$ cat src/sv/led_strip_pattern_sequencer_unit_defines.svh
// Assertion macros shared by the LED strip pattern sequencer RTL.
// Needs signals named clock and reset in the including module.
`ifndef LED_STRIP_PATTERN_SEQUENCER_UNIT_DEFINES_SVH
`define LED_STRIP_PATTERN_SEQUENCER_UNIT_DEFINES_SVH

// Check that cons holds in the same cycle as ante.
`define LSPS_ASSERT_NOW(name, ante, cons, msg) \
   name: assert property (@(posedge clock) disable iff (reset) (ante) |-> (cons)) \
      else $error(msg);

// Check that cons holds in the cycle after ante.
`define LSPS_ASSERT_NEXT(name, ante, cons, msg) \
   name: assert property (@(posedge clock) disable iff (reset) (ante) |=> (cons)) \
      else $error(msg);

`endif

$ cat src/sv/lsps_pkg.sv
// Types and constants for the LED strip pattern sequencer.
// No dependencies; imported by lsps_div, lsps_sweep and the top level.
`default_nettype none

package lsps_pkg;

   // field widths
   localparam int COLOR_W     = 32;
   localparam int PIXEL_IDX_W = 6;
   localparam int PHASE_W     = 3;
   localparam int STEPS_W     = 16;
   localparam int MS_W        = 16;
   localparam int PERIOD_W    = 25;
   localparam int PATTERN_W   = 2;

   // stream and register port widths
   localparam int REQ_DATA_W  = 8;
   localparam int REQ_USER_W  = 2;
   localparam int RSP_DATA_W  = 40;
   localparam int CSR_ADDR_W  = 2;
   localparam int CSR_DATA_W  = 32;

   // period scaler operand width
   localparam int DIVIDEND_W  = MS_W + 8;

   // timing constants (17.8 fixed point milliseconds)
   localparam int TICK_FX      = 4 * 256;
   localparam int PERIOD_MIN   = 4 * 256;
   localparam int STROBE_STEPS = 4;
   localparam int PHASE_MOD    = 8;

   // request kinds
   typedef logic [REQ_USER_W-1:0] req_kind_type;
   localparam req_kind_type REQ_TICK  = 2'd0;
   localparam req_kind_type REQ_START = 2'd1;
   localparam req_kind_type REQ_STOP  = 2'd2;

   // pattern codes
   typedef logic [PATTERN_W-1:0] pattern_type;
   localparam pattern_type PAT_STROBE = 2'd0;
   localparam pattern_type PAT_RIGHT  = 2'd1;
   localparam pattern_type PAT_LEFT   = 2'd2;
   localparam pattern_type PAT_NONE   = 2'd3;

   // register indexes
   typedef logic [CSR_ADDR_W-1:0] csr_addr_type;
   localparam csr_addr_type CSR_PATTERN = 2'd0;
   localparam csr_addr_type CSR_STEP_MS = 2'd1;
   localparam csr_addr_type CSR_LIMIT   = 2'd2;
   localparam csr_addr_type CSR_COLOR   = 2'd3;

   // sweep operations: how each pixel's new value is formed
   typedef logic [2:0] sweep_op_type;
   localparam sweep_op_type OP_COPY    = 3'd0;
   localparam sweep_op_type OP_RIGHT   = 3'd1;
   localparam sweep_op_type OP_LEFT    = 3'd2;
   localparam sweep_op_type OP_FILL    = 3'd3;
   localparam sweep_op_type OP_ROTINIT = 3'd4;

   // command from the controller to the sweep engine
   typedef struct packed {
      sweep_op_type       op;
      logic [COLOR_W-1:0] color;
      logic               running;
   } sweep_cmd_type;

endpackage

`default_nettype wire

$ cat src/sv/lsps_ram.sv
// Generic single-write, single-read synchronous RAM with registered read.
// No dependencies.
`default_nettype none

module lsps_ram #(
   parameter int WIDTH = 32,
   parameter int DEPTH = 16
) (
   input  wire logic                     clock,
   input  wire logic                     wr_en,
   input  wire logic [$clog2(DEPTH)-1:0] wr_addr,
   input  wire logic [WIDTH-1:0]         wr_data,
   input  wire logic                     rd_en,
   input  wire logic [$clog2(DEPTH)-1:0] rd_addr,
   output logic      [WIDTH-1:0]         rd_data
);

   logic [WIDTH-1:0] mem_ff [DEPTH];
   logic [WIDTH-1:0] rd_data_ff;

   // write port
   always_ff @(posedge clock) begin
      if (wr_en) begin
         mem_ff[wr_addr] <= wr_data;
      end
   end

   // read port; data holds while rd_en is low
   always_ff @(posedge clock) begin
      if (rd_en) begin
         rd_data_ff <= mem_ff[rd_addr];
      end
   end

   assign rd_data = rd_data_ff;

endmodule

`default_nettype wire

$ cat src/sv/lsps_div.sv
// Step period scaler: divides the scaled step time by the step count of the
// pattern with a shift or a constant reciprocal multiply.
// Depends on lsps_pkg for the operand width and the pattern codes.
`default_nettype none

module lsps_div #(
   parameter int PIXEL_COUNT = 16
) (
   input  wire logic                             clock,
   input  wire logic                             reset,
   input  wire logic                             start,
   input  wire logic [lsps_pkg::DIVIDEND_W-1:0]  dividend,
   input  wire lsps_pkg::pattern_type            pattern,
   output logic                                  busy,
   output logic                                  done,
   output logic      [lsps_pkg::DIVIDEND_W-1:0]  quotient
);
   import lsps_pkg::*;

   // floor(x / PIXEL_COUNT) equals (x * RECIP_MUL) >> RECIP_SHIFT for every
   // x below 2**DIVIDEND_W
   localparam int RECIP_SHIFT = DIVIDEND_W + $clog2(PIXEL_COUNT);
   localparam int RECIP_W     = DIVIDEND_W + 1;
   localparam int PROD_W      = DIVIDEND_W + RECIP_W;
   localparam longint unsigned RECIP_MUL =
      ((64'd1 << RECIP_SHIFT) / PIXEL_COUNT) + 64'd1;
   localparam int STROBE_SHIFT = $clog2(STROBE_STEPS);

   logic                   busy_ff;
   logic                   done_ff;
   logic [DIVIDEND_W-1:0]  opnd_ff;
   pattern_type            pat_ff;
   logic [DIVIDEND_W-1:0]  quo_ff, quo_in;
   logic [PROD_W-1:0]      prod;

   // 24 x 25 bit product with the reciprocal
   assign prod = {{RECIP_W{1'b0}}, opnd_ff} * {{DIVIDEND_W{1'b0}}, RECIP_W'(RECIP_MUL)};

   // pick the quotient for the latched pattern
   always_comb begin
      unique case (pat_ff)
         PAT_STROBE: quo_in = opnd_ff >> STROBE_SHIFT;
         PAT_NONE:   quo_in = opnd_ff;
         default:    quo_in = DIVIDEND_W'(prod >> RECIP_SHIFT);
      endcase
   end

   // control: latch operands, then register the quotient
   always_ff @(posedge clock) begin
      if (reset) begin
         busy_ff <= 1'b0;
         done_ff <= 1'b0;
      end else begin
         busy_ff <= start;
         done_ff <= busy_ff;
      end
   end

   // datapath
   always_ff @(posedge clock) begin
      if (start) begin
         opnd_ff <= dividend;
         pat_ff  <= pattern;
      end
      if (busy_ff) begin
         quo_ff <= quo_in;
      end
   end

   assign busy     = busy_ff;
   assign done     = done_ff;
   assign quotient = quo_ff;

endmodule

`default_nettype wire

$ cat src/sv/lsps_sweep.sv
// Pixel sweep engine: two ping-pong pixel RAMs, read-modify-write of every
// pixel in index order, and the result output register.
// Depends on lsps_pkg, lsps_ram and the assertion macro header.
`default_nettype none
`include "led_strip_pattern_sequencer_unit_defines.svh"

module lsps_sweep #(
   parameter int PIXEL_COUNT = 16
) (
   input  wire logic                             clock,
   input  wire logic                             reset,
   input  wire logic                             start,
   input  wire lsps_pkg::sweep_cmd_type          cmd,
   output logic                                  busy,
   output logic                                  done,
   output logic                                  rsp_tvalid,
   input  wire logic                             rsp_tready,
   // rsp_tdata, low bit up: pixel_index[5:0], pixel_color[37:6], zero[39:38]
   output logic      [lsps_pkg::RSP_DATA_W-1:0]  rsp_tdata,
   output logic                                  rsp_tlast,
   // rsp_tuser: is_running
   output logic                                  rsp_tuser
);
   import lsps_pkg::*;

   localparam int AW = $clog2(PIXEL_COUNT);
   localparam logic [AW-1:0] LAST_IDX = AW'(PIXEL_COUNT - 1);

   logic                busy_ff, busy_in;
   sweep_cmd_type       cmd_ff;
   logic                iss_active_ff, iss_active_in;
   logic [AW-1:0]       iss_idx_ff, iss_idx_in;
   logic                b_valid_ff, b_valid_in;
   logic [AW-1:0]       b_idx_ff;
   logic                bank_ff;
   logic                store_valid_ff;
   logic                rsp_valid_ff, rsp_valid_in;
   logic [AW-1:0]       rsp_idx_ff;
   logic [COLOR_W-1:0]  rsp_color_ff;
   logic                rsp_last_ff;
   logic                rsp_run_ff;

   logic                out_free;
   logic                fire_b;
   logic                issue;
   logic [AW-1:0]       src_addr;
   logic [COLOR_W-1:0]  rd_data0, rd_data1;
   logic [COLOR_W-1:0]  old_color;
   logic [COLOR_W-1:0]  new_color;

   // handshake between the read stage and the output register
   assign out_free = !rsp_valid_ff || rsp_tready;
   assign fire_b   = b_valid_ff && out_free;
   assign issue    = iss_active_ff && (!b_valid_ff || out_free);
   assign done     = fire_b && (b_idx_ff == LAST_IDX);

   // source pixel for the index being issued
   always_comb begin
      unique case (cmd_ff.op)
         OP_RIGHT: src_addr = (iss_idx_ff == '0) ? LAST_IDX : iss_idx_ff - AW'(1);
         OP_LEFT:  src_addr = (iss_idx_ff == LAST_IDX) ? '0 : iss_idx_ff + AW'(1);
         default:  src_addr = iss_idx_ff;
      endcase
   end

   // read from the current bank, write the other one
   lsps_ram #(.WIDTH(COLOR_W), .DEPTH(PIXEL_COUNT)) u_bank0 (
      .clock   (clock),
      .wr_en   (fire_b && bank_ff),
      .wr_addr (b_idx_ff),
      .wr_data (new_color),
      .rd_en   (issue && !bank_ff),
      .rd_addr (src_addr),
      .rd_data (rd_data0)
   );

   lsps_ram #(.WIDTH(COLOR_W), .DEPTH(PIXEL_COUNT)) u_bank1 (
      .clock   (clock),
      .wr_en   (fire_b && !bank_ff),
      .wr_addr (b_idx_ff),
      .wr_data (new_color),
      .rd_en   (issue && bank_ff),
      .rd_addr (src_addr),
      .rd_data (rd_data1)
   );

   // the store reads as zero until the first full sweep has written it
   assign old_color = store_valid_ff ? (bank_ff ? rd_data1 : rd_data0) : '0;

   // form the new pixel value
   always_comb begin
      unique case (cmd_ff.op)
         OP_FILL:    new_color = cmd_ff.color;
         OP_ROTINIT: new_color = (b_idx_ff[1:0] == 2'b00) ? cmd_ff.color : '0;
         default:    new_color = old_color;
      endcase
   end

   // sweep control
   always_comb begin
      busy_in       = busy_ff;
      iss_active_in = iss_active_ff;
      iss_idx_in    = iss_idx_ff;
      b_valid_in    = b_valid_ff;
      rsp_valid_in  = rsp_valid_ff;
      if (start) begin
         busy_in       = 1'b1;
         iss_active_in = 1'b1;
         iss_idx_in    = '0;
      end
      if (issue) begin
         b_valid_in    = 1'b1;
         iss_idx_in    = iss_idx_ff + AW'(1);
         iss_active_in = (iss_idx_ff != LAST_IDX);
      end else if (fire_b) begin
         b_valid_in = 1'b0;
      end
      if (done) begin
         busy_in = 1'b0;
      end
      if (fire_b) begin
         rsp_valid_in = 1'b1;
      end else if (rsp_tready) begin
         rsp_valid_in = 1'b0;
      end
   end

   always_ff @(posedge clock) begin
      if (reset) begin
         busy_ff        <= 1'b0;
         iss_active_ff  <= 1'b0;
         iss_idx_ff     <= '0;
         b_valid_ff     <= 1'b0;
         bank_ff        <= 1'b0;
         store_valid_ff <= 1'b0;
         rsp_valid_ff   <= 1'b0;
      end else begin
         busy_ff       <= busy_in;
         iss_active_ff <= iss_active_in;
         iss_idx_ff    <= iss_idx_in;
         b_valid_ff    <= b_valid_in;
         rsp_valid_ff  <= rsp_valid_in;
         // flip banks once the last pixel is written
         if (done) begin
            bank_ff        <= !bank_ff;
            store_valid_ff <= 1'b1;
         end
      end
   end

   // payload registers
   always_ff @(posedge clock) begin
      if (start) begin
         cmd_ff <= cmd;
      end
      if (issue) begin
         b_idx_ff <= iss_idx_ff;
      end
      if (fire_b) begin
         rsp_idx_ff   <= b_idx_ff;
         rsp_color_ff <= new_color;
         rsp_last_ff  <= (b_idx_ff == LAST_IDX);
         rsp_run_ff   <= cmd_ff.running;
      end
   end

   assign busy       = busy_ff;
   assign rsp_tvalid = rsp_valid_ff;
   assign rsp_tdata  = {2'b00, rsp_color_ff, PIXEL_IDX_W'(rsp_idx_ff)};
   assign rsp_tlast  = rsp_last_ff;
   assign rsp_tuser  = rsp_run_ff;

   `LSPS_ASSERT_NOW(a_start_when_free, start, !busy_ff, "sweep started while busy")
   `LSPS_ASSERT_NOW(a_stage_in_sweep, b_valid_ff || iss_active_ff, busy_ff,
                    "pixel in flight outside a sweep")
   `LSPS_ASSERT_NEXT(a_bank_flip, done, bank_ff != $past(bank_ff),
                     "banks did not swap after the last pixel")
   `LSPS_ASSERT_NOW(a_last_index, rsp_valid_ff && rsp_last_ff, rsp_idx_ff == LAST_IDX,
                    "last marker on a pixel other than the final one")

endmodule

`default_nettype wire

$ cat src/sv/led_strip_pattern_sequencer_unit.sv
// Top level of the LED strip pattern sequencer: request decode, timing
// state, configuration registers. Depends on lsps_pkg, lsps_div, lsps_sweep
// and the assertion macro header.
//
//   channel | dir | handshake             | content
//   req     | in  | req_tvalid/req_tready | tuser request kind, tdata clear_on_stop
//   rsp     | out | rsp_tvalid/rsp_tready | tdata index and color, tlast, tuser running
//   csr     | in  | csr_we                | register index and write data
//
// A request that emits pixels streams PIXEL_COUNT results through the pixel RAM,
// one per cycle unless rsp_tready holds them back; the next request is taken once
// the last result enters the output register. A start request runs the period
// scaler (shift or reciprocal multiply); the next request is taken once it is done.
// Other requests leave the unit idle. Results stall in the output register; the
// sweep then holds in place. Reset is synchronous and needs no clearing pass.
`default_nettype none
`include "led_strip_pattern_sequencer_unit_defines.svh"

module led_strip_pattern_sequencer_unit #(
   parameter int PIXEL_COUNT = 16
) (
   input  wire logic                             clock,
   input  wire logic                             reset,
   input  wire logic                             req_tvalid,
   output logic                                  req_tready,
   // req_tdata, low bit up: clear_on_stop[0], zero[7:1]
   input  wire logic [lsps_pkg::REQ_DATA_W-1:0]  req_tdata,
   // req_tuser: req_type[1:0]
   input  wire logic [lsps_pkg::REQ_USER_W-1:0]  req_tuser,
   output logic                                  rsp_tvalid,
   input  wire logic                             rsp_tready,
   // rsp_tdata, low bit up: pixel_index[5:0], pixel_color[37:6], zero[39:38]
   output logic      [lsps_pkg::RSP_DATA_W-1:0]  rsp_tdata,
   output logic                                  rsp_tlast,
   // rsp_tuser: is_running
   output logic                                  rsp_tuser,
   input  wire logic                             csr_we,
   input  wire logic [lsps_pkg::CSR_ADDR_W-1:0]  csr_addr,
   input  wire logic [lsps_pkg::CSR_DATA_W-1:0]  csr_wdata
);
   import lsps_pkg::*;

   localparam int PHASE_WRAP = (PIXEL_COUNT < PHASE_MOD) ? PIXEL_COUNT : PHASE_MOD;

   localparam logic [1:0] ST_IDLE  = 2'd0;
   localparam logic [1:0] ST_DIV   = 2'd1;
   localparam logic [1:0] ST_SWEEP = 2'd2;

   // configuration
   pattern_type           pattern_ff;
   logic [MS_W-1:0]       step_ms_ff;
   logic [STEPS_W-1:0]    limit_ff;
   logic [COLOR_W-1:0]    lit_ff;

   // timing state
   logic [1:0]            state_ff, state_in;
   logic                  running_ff, run_in;
   logic                  init_ff, init_in;
   logic [PHASE_W-1:0]    phase_ff, phase_in;
   logic [PERIOD_W-1:0]   accum_ff, accum_in;
   logic [PERIOD_W-1:0]   period_ff, period_in;
   logic [STEPS_W-1:0]    steps_ff, steps_in;

   logic                  req_fire;
   logic                  clear_req;
   logic [PERIOD_W:0]     accum_sum;
   logic [PERIOD_W:0]     accum_diff;
   logic                  step_due;
   logic [PHASE_W:0]      phase_next;

   logic                  div_start;
   logic [DIVIDEND_W-1:0] div_dividend;
   logic                  div_busy;
   logic                  div_done;
   logic [DIVIDEND_W-1:0] div_quotient;

   logic                  sweep_start;
   sweep_cmd_type         sweep_cmd;
   logic                  sweep_busy;
   logic                  sweep_done;

   assign req_tready = (state_ff == ST_IDLE);
   assign req_fire   = req_tvalid && req_tready;
   assign clear_req  = req_tdata[0];

   // accumulate one tick and test against the step period
   assign accum_sum  = {1'b0, accum_ff} + (PERIOD_W + 1)'(TICK_FX);
   assign accum_diff = accum_sum - {1'b0, period_ff};
   assign step_due   = !accum_diff[PERIOD_W];
   assign phase_next = {1'b0, phase_ff} + (PHASE_W + 1)'(1);

   // period operand: scale by 256 unless no pattern is selected
   assign div_dividend = (pattern_ff == PAT_NONE) ? {8'h00, step_ms_ff} :
                                                    {step_ms_ff, 8'h00};

   // request decode and timing
   always_comb begin
      state_in    = state_ff;
      run_in      = running_ff;
      init_in     = init_ff;
      phase_in    = phase_ff;
      accum_in    = accum_ff;
      period_in   = period_ff;
      steps_in    = steps_ff;
      div_start   = 1'b0;
      sweep_start = 1'b0;
      sweep_cmd   = '{op: OP_COPY, color: '0, running: 1'b0};
      unique case (state_ff)
         ST_IDLE: begin
            if (req_fire) begin
               unique case (req_tuser)
                  REQ_START: begin
                     steps_in  = limit_ff;
                     init_in   = 1'b1;
                     accum_in  = '0;
                     run_in    = 1'b1;
                     div_start = 1'b1;
                     state_in  = ST_DIV;
                  end
                  REQ_STOP: begin
                     run_in = 1'b0;
                     if (clear_req) begin
                        sweep_start     = 1'b1;
                        sweep_cmd.op    = OP_FILL;
                        sweep_cmd.color = '0;
                        state_in        = ST_SWEEP;
                     end
                  end
                  REQ_TICK: begin
                     if (running_ff && init_ff) begin
                        // first tick: set up the strip
                        init_in     = 1'b0;
                        accum_in    = '0;
                        phase_in    = '0;
                        sweep_start = 1'b1;
                        state_in    = ST_SWEEP;
                        sweep_cmd.color = lit_ff;
                        unique case (pattern_ff)
                           PAT_STROBE: sweep_cmd.op = OP_FILL;
                           PAT_NONE:   sweep_cmd.op = OP_COPY;
                           default:    sweep_cmd.op = OP_ROTINIT;
                        endcase
                     end else if (running_ff && !step_due) begin
                        accum_in = accum_sum[PERIOD_W-1:0];
                     end else if (running_ff) begin
                        // step the pattern
                        accum_in    = accum_diff[PERIOD_W-1:0];
                        sweep_start = 1'b1;
                        state_in    = ST_SWEEP;
                        unique case (pattern_ff)
                           PAT_STROBE: begin
                              if (phase_next == (PHASE_W + 1)'(1)) begin
                                 sweep_cmd.op    = OP_FILL;
                                 sweep_cmd.color = '0;
                                 phase_in        = phase_next[PHASE_W-1:0];
                              end else if (phase_next >= (PHASE_W + 1)'(STROBE_STEPS)) begin
                                 sweep_cmd.op    = OP_FILL;
                                 sweep_cmd.color = lit_ff;
                                 phase_in        = '0;
                              end else begin
                                 phase_in = phase_next[PHASE_W-1:0];
                              end
                           end
                           PAT_RIGHT, PAT_LEFT: begin
                              sweep_cmd.op = (pattern_ff == PAT_RIGHT) ? OP_RIGHT : OP_LEFT;
                              if (phase_next >= (PHASE_W + 1)'(PHASE_WRAP)) begin
                                 phase_in = '0;
                              end else begin
                                 phase_in = phase_next[PHASE_W-1:0];
                              end
                           end
                           default: sweep_cmd.op = OP_COPY;
                        endcase
                        // count down the step limit
                        if (steps_ff != '0) begin
                           steps_in = steps_ff - STEPS_W'(1);
                           if (steps_ff == STEPS_W'(1)) begin
                              run_in = 1'b0;
                           end
                        end
                     end
                  end
                  default: ;
               endcase
            end
         end
         ST_DIV: begin
            // clamp the period from below
            if (div_done) begin
               period_in = (div_quotient > DIVIDEND_W'(PERIOD_MIN)) ?
                           PERIOD_W'(div_quotient) : PERIOD_W'(PERIOD_MIN);
               state_in  = ST_IDLE;
            end
         end
         ST_SWEEP: begin
            if (sweep_done) begin
               state_in = ST_IDLE;
            end
         end
         default: state_in = ST_IDLE;
      endcase
      sweep_cmd.running = run_in;
   end

   always_ff @(posedge clock) begin
      if (reset) begin
         state_ff   <= ST_IDLE;
         running_ff <= 1'b0;
         init_ff    <= 1'b0;
         phase_ff   <= '0;
         accum_ff   <= '0;
         period_ff  <= PERIOD_W'(PERIOD_MIN);
         steps_ff   <= '0;
      end else begin
         state_ff   <= state_in;
         running_ff <= run_in;
         init_ff    <= init_in;
         phase_ff   <= phase_in;
         accum_ff   <= accum_in;
         period_ff  <= period_in;
         steps_ff   <= steps_in;
      end
   end

   // configuration registers
   always_ff @(posedge clock) begin
      if (reset) begin
         pattern_ff <= PAT_STROBE;
         step_ms_ff <= '0;
         limit_ff   <= '0;
         lit_ff     <= '0;
      end else if (csr_we) begin
         unique case (csr_addr)
            CSR_PATTERN: pattern_ff <= csr_wdata[PATTERN_W-1:0];
            CSR_STEP_MS: step_ms_ff <= csr_wdata[MS_W-1:0];
            CSR_LIMIT:   limit_ff   <= csr_wdata[STEPS_W-1:0];
            CSR_COLOR:   lit_ff     <= csr_wdata[COLOR_W-1:0];
         endcase
      end
   end

   lsps_div #(.PIXEL_COUNT(PIXEL_COUNT)) u_div (
      .clock    (clock),
      .reset    (reset),
      .start    (div_start),
      .dividend (div_dividend),
      .pattern  (pattern_ff),
      .busy     (div_busy),
      .done     (div_done),
      .quotient (div_quotient)
   );

   lsps_sweep #(.PIXEL_COUNT(PIXEL_COUNT)) u_sweep (
      .clock      (clock),
      .reset      (reset),
      .start      (sweep_start),
      .cmd        (sweep_cmd),
      .busy       (sweep_busy),
      .done       (sweep_done),
      .rsp_tvalid (rsp_tvalid),
      .rsp_tready (rsp_tready),
      .rsp_tdata  (rsp_tdata),
      .rsp_tlast  (rsp_tlast),
      .rsp_tuser  (rsp_tuser)
   );

   `LSPS_ASSERT_NOW(a_period_floor, 1'b1, period_ff >= PERIOD_W'(PERIOD_MIN),
                    "step period below the minimum")
   `LSPS_ASSERT_NOW(a_ready_sweep_idle, req_tready, !sweep_busy,
                    "request taken while a sweep is running")
   `LSPS_ASSERT_NOW(a_div_state, state_ff == ST_DIV, div_busy || div_done,
                    "waiting on an idle divider")
   `LSPS_ASSERT_NOW(a_stopped_tick, req_fire && req_tuser == REQ_TICK && !running_ff,
                    !sweep_start, "tick while stopped started a sweep")

endmodule

`default_nettype wire
$ cat config.mk
export PLATFORM = sky130hd
export DESIGN_NAME = led_strip_pattern_sequencer_unit
export DESIGN_NICKNAME = d
export VERILOG_FILES = /design/src/sv/lsps_pkg.sv /design/src/sv/lsps_ram.sv /design/src/sv/lsps_div.sv /design/src/sv/lsps_sweep.sv /design/src/sv/led_strip_pattern_sequencer_unit.sv
export VERILOG_INCLUDE_DIRS = /design/src /design/src/sv
export SDC_FILE = /design/constraint.sdc
export NUM_CORES = 2
export LEC_CHECK = 0
export BUFFER_PORTS_ARGS = -buffer_cell sky130_fd_sc_hd__buf_2
export CORE_MARGIN = 2
export CORE_UTILIZATION = 28
export DETAILED_ROUTE_END_ITERATION = 8
export HOLD_SLACK_MARGIN = 0.03
export RECOVER_POWER = 50
export SLEW_MARGIN = 10
export SYNTH_ARGS = -nofsm -noshare
export SYNTH_HDL_FRONTEND = slang
export SYNTH_SLANG_ARGS = --single-unit
$ cat constraint.sdc
create_clock -name clock -period 6.7 [get_ports clock]
set_clock_uncertainty 0.05 [all_clocks]
set_input_delay 1.34 -clock clock [delete_from_list [all_inputs] [get_ports clock]]
set_output_delay 1.34 -clock clock [all_outputs]
set_load 0.03 [all_outputs]
Word-level counts from Yosys, hierarchy flattened
Memories as Yosys holds them, arrays and structs flattened. A register that Yosys moved wholly into a read port is not among the register bits.
Cells that the tools add are included.
- flip-flop bits (word level): 278
- bits in writable memories: 1024
- word-level logic and storage cells: 197
- memories kept: 2
- memory list (memory ; words ; width ; rd ports ; clocked after Yosys merged registers in ; write ports ; RTL line ; text):
    u_sweep.u_bank0.mem_ff ; 16 ; 32 ; 1 ; 1 ; 1 ; lsps_ram.sv:18 ; logic [WIDTH-1:0] mem_ff [DEPTH];
    u_sweep.u_bank1.mem_ff ; 16 ; 32 ; 1 ; 1 ; 1 ; lsps_ram.sv:18 ;
- add/subtract/negate cells: 6
- multipliers: 1
- magnitude comparators: 3
- equality and inequality tests: 34
- muxes and demuxes: 78
- reduce and logical (&&, ||, !) cells: 41
- operators by type and width (operator ; count):
    32-bit 2-to-1 mux ; 4
    35-bit 2-to-1 mux ; 3
    34-bit 2-to-1 mux ; 3
    16-bit 2-to-1 mux ; 5
    25-bit 2-to-1 mux ; 3
    35-bit case mux with 2 select lines ; 1
    32-bit case mux with 2 select lines ; 1
    25-bit case mux with 2 select lines ; 1
    24-bit by 25-bit multiplier with 49-bit output, second input constant ; 1
    24-bit case mux with 2 select lines ; 1
    16-bit case mux with 2 select lines ; 1
    1-bit 2-to-1 mux ; 27
    25-bit by 11-bit adder with 26-bit output, second input constant ; 1
    26-bit by 25-bit subtractor with 26-bit output ; 1
    24-bit by 11-bit > comparator with 1-bit output, second input constant ; 1
    24-bit 2-to-1 mux ; 1
    3-bit 2-to-1 mux ; 6
    3-bit case mux with 2 select lines ; 3
    16-bit by 1-bit == test with 1-bit output, second input constant ; 1
    2-bit 2-to-1 mux ; 8
    4-bit 2-to-1 mux ; 4
    4-bit != test, second input constant ; 4
    16-bit nonzero test ; 1
    16-bit by 1-bit subtractor with 16-bit output, second input constant ; 1
    other kinds (32) ; 80

Depth between registers and ports, before layout
- depth after elaboration: 10
- depth in mapped cells: 19
- gate-level depth less buffers: 15

Hierarchy
Synthesis repeated with hierarchy kept, for this count alone.
- cell total of the unflattened synthesis: 3110
- area total of the unflattened synthesis: 53864.2 um^2
- by module, submodules not included (module ; times used ; cells an instance ; area an instance (um^2)):
    lsps_ram at u_sweep.u_bank0 ; 1 ; 838 ; 20174.3
    lsps_ram at u_sweep.u_bank1 ; 1 ; 838 ; 20155.6
    led_strip_pattern_sequencer_unit ; 1 ; 1015 ; 7697.4
    lsps_sweep ; 1 ; 287 ; 3833.7
    lsps_div ; 1 ; 132 ; 2003.2

Least setup slack after synthesis
OpenSTA, ideal clock, no wires.
- kind: input-to-reg
- start: in rsp_tready
- end: mem u_sweep.u_bank0.mem_ff[1][0] (enable)
- setup time: 0.461 ns
- arrival: 5.992 ns
- slack: 0.197 ns
- cell stages on the path: 5
- path through: nor2b_1 > nor2b_1 > and2_1 > nand3b_1 > nor3_1
- word-level cells in the longest chain between the ends: 5
- ends and longest elaborated chain (element ; RTL line ; text):
    start, declared ; led_strip_pattern_sequencer_unit.sv:31 ; input wire logic rsp_tready,
    1-bit logical OR ; lsps_sweep.sv:52 ; assign out_free = !rsp_valid_ff || rsp_tready;
    1-bit logical AND ; lsps_sweep.sv:53 ; assign fire_b = b_valid_ff && out_free;
    net u_sweep.fire_b ; lsps_sweep.sv:44 ; logic fire_b;
    1-bit logical AND ; lsps_sweep.sv:69 ; .wr_en (fire_b && bank_ff),
    1-bit 2-to-1 mux ; lsps_ram.sv:23 ; if (wr_en) begin
    1-bit 2-to-1 mux (implied by the code) ; lsps_ram.sv:24 ; mem_ff[wr_addr] <= wr_data;
    end, declared ; lsps_ram.sv:18 ;
The timed path passes the listed nets, and every way through them passes these cells.

Final worst setup path
- start: reg u_sweep.bank_ff
- end: mem u_sweep.u_bank1.mem_ff[11][10], data pin
- word-level cells in the longest chain between the ends: 3
- ends and longest elaborated chain (element ; RTL line ; text):
    start, declared ; lsps_sweep.sv:35 ; logic bank_ff;
    start signal, assigned ; lsps_sweep.sv:145 ; bank_ff <= !bank_ff;
    32-bit 2-to-1 mux (2 in a row) ; lsps_sweep.sv:88 ; assign old_color = store_valid_ff ? (bank_ff ? rd_data1 : rd_data0) : '0;
    32-bit case mux with 2 select lines ; lsps_sweep.sv:92 ; unique case (cmd_ff.op)
    net u_sweep.new_color[10] ; lsps_sweep.sv:49 ; logic [COLOR_W-1:0] new_color;
    end, declared ; lsps_ram.sv:18 ;
The timed path passes the listed nets, and every way through them passes these cells.

==> impl_results.md <==
* Result of the run: finished, violations left
* Failing checks: max-capacitance violations, max-slew violations
* Core area at 0.199 mm2
* Max Slew Vio Count at 855
* Critical-path maximum fanout at 28
* Setup slack after placement at 1.82 ns
* VDD IR-drop max at 258 uV
* Inserted Clock Buffers at 137
* Post-synthesis adder-cell area fraction at 0.00816
* Number of cells upsized or downsized after cts at 0
* Met3 wire length at 6410 um
* CP Capture Type: flop
* I/O pin total at 93
* Total Negative Setup Slacks at 0 ns
* Relative contribution of sequential cells to total power at 0.527
* Data arrival at the endpoint of the critical path at 6.09 ns
* Number of buffers inserted to repair setup after CTS at 0
* Routability cong. at 0.845
* Switching power of the nets at 3.74 mW
* Type of origin of the critical path: flop
* Number of remaining DRC errors at 0
* Crit-path slowest cell: sky130_fd_sc_hd__clkbuf_1
* Detailed-route wire length on metal 1 at 59,300 um
* Worst EP required at 7.02 ns
* Share of the synthesized area in compound gates (AO/OA/AOI/OAI) at 0.0877
* Filler Cell Count at 19,490
* Starting density of the core at 0.281
* Buffer depth of the longest clock path at 3
* Fraction of post-synthesis cell area in the top cell type by area at 0.651
* Switching part of the total at 0.212
* Slowest stage delay, CP at 1.83 ns
* Initial antenna violation count at 7
* Mux contribution to synthesized area at 0.106
* Clk network pwr share at 0.431
* Clock transition at the registers of the reported paths at 0.06 ns
* Prevailing post-synth register cell: sky130_fd_sc_hd__edfxtp_1
* Filler-free cell count of the finished design at 6,817
* Tcrit/Tclk final at 0.861
* Post-synth cell types at 70
* Number of vias per cell after detailed routing at 4.75
* Minimum clock period after layout at 5.77 ns
* Final Hold Fails at 0
* Area occupied by multi-input gates at 0.0156 mm2
* Wirelength, routed at 138,000 um
* Critical Path, Cell by Cell: clkbuf_1 > mux2i_1 > o21ai_0 > clkbuf_1
* First DRT Iteration DRCs at 2,673
* Post-detail-place hpwl at 82,300 um
* Async SR Flop Fraction at 0
* Number of enable-type register cells in the synthesized netlist at 1,216
* Yosys reg bits at 1,365
* Number of global-route vias before repair at 31,496
* First-pass GRT wire length at 204,000 um
* Clock tree from TritonCTS: done
* WL per Instance at 20.3 um
* Unrepaired setup endpoints after global routing: no
* Port bufs at 81
* Cell area after synthesis at 0.0561 mm2
* Gate count of the mapped netlist at 3,979
* Num Clock Sinks at 1,365
* Type of the worst min-delay path: flop to flop
* Headroom to the max-slew limit at -1.31
* Number of nets with antenna violations after routing at 0
* Share of power burned in combinational logic at 0.042
* Placed Cells incl. Taps at 6,562
* Xor/xnor cell area share of the yosys netlist at 0.00606
* Total routing resource utilization after global routing at 0.131
* Most numerous cell types in the synthesized netlist: 1,216 x sky130_fd_sc_hd__edfxtp_1, 479 x sky130_fd_sc_hd__nand2_1, 294 x sky130_fd_sc_hd__mux2i_1, 287 x sky130_fd_sc_hd__o21ai_0, 267 x sky130_fd_sc_hd__mux2_2
* Synthesis-to-layout area growth at 14.4%
* Total power divided by cell area at 275 mW/mm2
* Nets at 4,130
* Highest metal layer used by the detailed router: met5
* Internal Pwr Total at 13.9 mW
* Leakage power summed over all cells at 19.8 nW
* Total Die Area at 0.204 mm2
* Warnings, synthesis at 0
* Die Y-Extent at 452 um
* Synthesized area divided by synthesized cell count at 14.1 um2
* Sequential area share after synthesis at 0.704
* Pre-Repair DR Iteration Count at 6
* Most frequent cell after synthesis: sky130_fd_sc_hd__edfxtp_1
* Top cell by count, worst path: sky130_fd_sc_hd__clkbuf_1
* Width of the chip at 452 um
* Peak Freq at 0.173 GHz
* Category of the most critical setup path: flop to flop
* Number of failing setup endpoints in the final timing report at 0
* Number of maximum-capacitance violations at 36
* Hold bufs inserted after CTS at 0
* Cell taking the most area after synthesis: sky130_fd_sc_hd__edfxtp_1
* Transition time of the tightest slew-check pin at 3.46 ns
* Global route overflow at 0
* Largest net degree at the start of global routing at 172
* Fraction of layout cells with a size suffix above 1 at 0.149
* Synth area leaders: sky130_fd_sc_hd__edfxtp_1 65%, sky130_fd_sc_hd__mux2_2 5.4%, sky130_fd_sc_hd__dfxtp_1 5.3%
* Simple-gate portion of the synthesized area at 0.0663
* Footprint of the flip-flops and latches at 0.0395 mm2
* Final worst setup slack at 0.928 ns
* Max H-tree Level at 4
* Routed length on met2 at 68,200 um
* Total number of vias at 32,364
* Clock Latency Late Sink at 0.76 ns
* Dominant combinational cell family by area after synthesis: multiplexers
* Clock root buffer: sky130_fd_sc_hd__clkbuf_16
* Std-Cell Rows at 164
==> state kept, by name, indices dropped and copies added, names as in the netlist, 24 cells and up <==
name / count
u_sweep.u_bank0.rd_data: 32
lit_ff: 32
u_sweep.u_bank1.rd_data: 32
u_sweep.cmd_ff: 36
u_sweep.u_bank1.mem_ff: 512
u_sweep.rsp_color_ff: 32
u_sweep.u_bank0.mem_ff: 512
period_ff: 24
u_div.quotient: 24
accum_ff: 25
u_div.opnd_ff: 24
==> power by group through the flow <==
stage,Sequential (mW),Clock [mW],Combinational [mW]
6_report,9.31,7.60,0.740
5_1_grt,9.31,8.06,0.816
4_1_cts,9.31,7.76,0.755
3_5_place_dp,9.49,0,0.751
3_3_place_gp,9.49,0,0.743
2_1_floorplan,9.48,0,0.515
==> worst paths after layout <==
kind                                        start                              to  slack (ns)  cells past startpoint
worst max-delay path              u_sweep.bank_ff  u_sweep.u_bank1.mem_ff[11][10]        0.93                      4
worst min-delay path            u_sweep.cmd_ff[0]               u_sweep.rsp_tuser        0.37                      0
worst max register to register    u_sweep.bank_ff  u_sweep.u_bank1.mem_ff[11][10]        0.93                      4
worst min register to register  u_sweep.cmd_ff[0]               u_sweep.rsp_tuser        0.37                      0
==> layout by cell type (no fill, tap or decap), drive strengths merged, types with 35 or more instances in the layout <==
| cell | Yosys | final |
|---|---|---|
| inv | 55 | 64 |
| clkbuf | 198 | 244 |
| and2 | 48 | 48 |
| buf | 49 | 105 |
| edfxtp | 1216 | 1216 |
| a211oi | 134 | 134 |
| nand2 | 479 | 479 |
| a21oi | 197 | 197 |
| o21ai | 289 | 289 |
| ha | 35 | 35 |
| dfxtp | 149 | 149 |
| mux2 | 267 | 267 |
| o211ai | 87 | 87 |
| nand3 | 36 | 36 |
| mux2i | 294 | 294 |
| nor2 | 181 | 181 |
| clkinv | 0 | 45 |
==> layer usage <==
layer  track usage  vias up
met5             0        -
li1              -    15116
met4        0.0429        2
met2         0.225      803
met1         0.170    16240
met3        0.0184      203
==> logic make-up after synthesis <==
group / after synthesis
and+or+nand+nor: 865
AOI/OAI and AO/OA: 811
adders and majority gates: 36
other: 1
muxes: 561
xor gates and xnor gates: 38
DFF: 1365
buffers and inverters: 302
==> critical path, delay by kind of cell (launching register included) <==
| kind | cells | cell delay, ns |
|---|---|---|
| AO/OA/AOI/OAI | 1 | 0.77 |
| buffers and inverters | 2 | 2.85 |
| flip-flops | 1 | 1.20 |
| multiplexers | 1 | 0.47 |
==> cell type report <==
| class | instances | share of cell area |
|---|---|---|
| inverter | 55 | 0.00322 |
| clock inverter | 70 | 0.0104 |
| multi-input combinational | 2315 | 0.244 |
| timing repair buffer | 171 | 0.0166 |
| antenna | 7 | 0.000273 |
| clock buffer | 178 | 0.0588 |
| tap | 2656 | 0.0518 |
| sequential | 1365 | 0.615 |
==> stage by stage <==
| stage | hold slack (ns) | power, mW | cell area, um2 | util |
|---|---|---|---|---|
| 3_3_place_gp | 0.354 | 10.2 | 60100 | 0.301 |
| 2_1_floorplan | 0.350 | 10.0 | 56100 | - |
| 5_1_grt | 0.376 | 18.2 | 64200 | 0.322 |
| 6_report | 0.370 | 17.7 | 64200 | 0.322 |
| 3_5_place_dp | 0.360 | 10.2 | 60100 | 0.301 |
| 4_1_cts | 0.371 | 17.8 | 64500 | 0.324 |
Power figures use the tool's default switching activity.
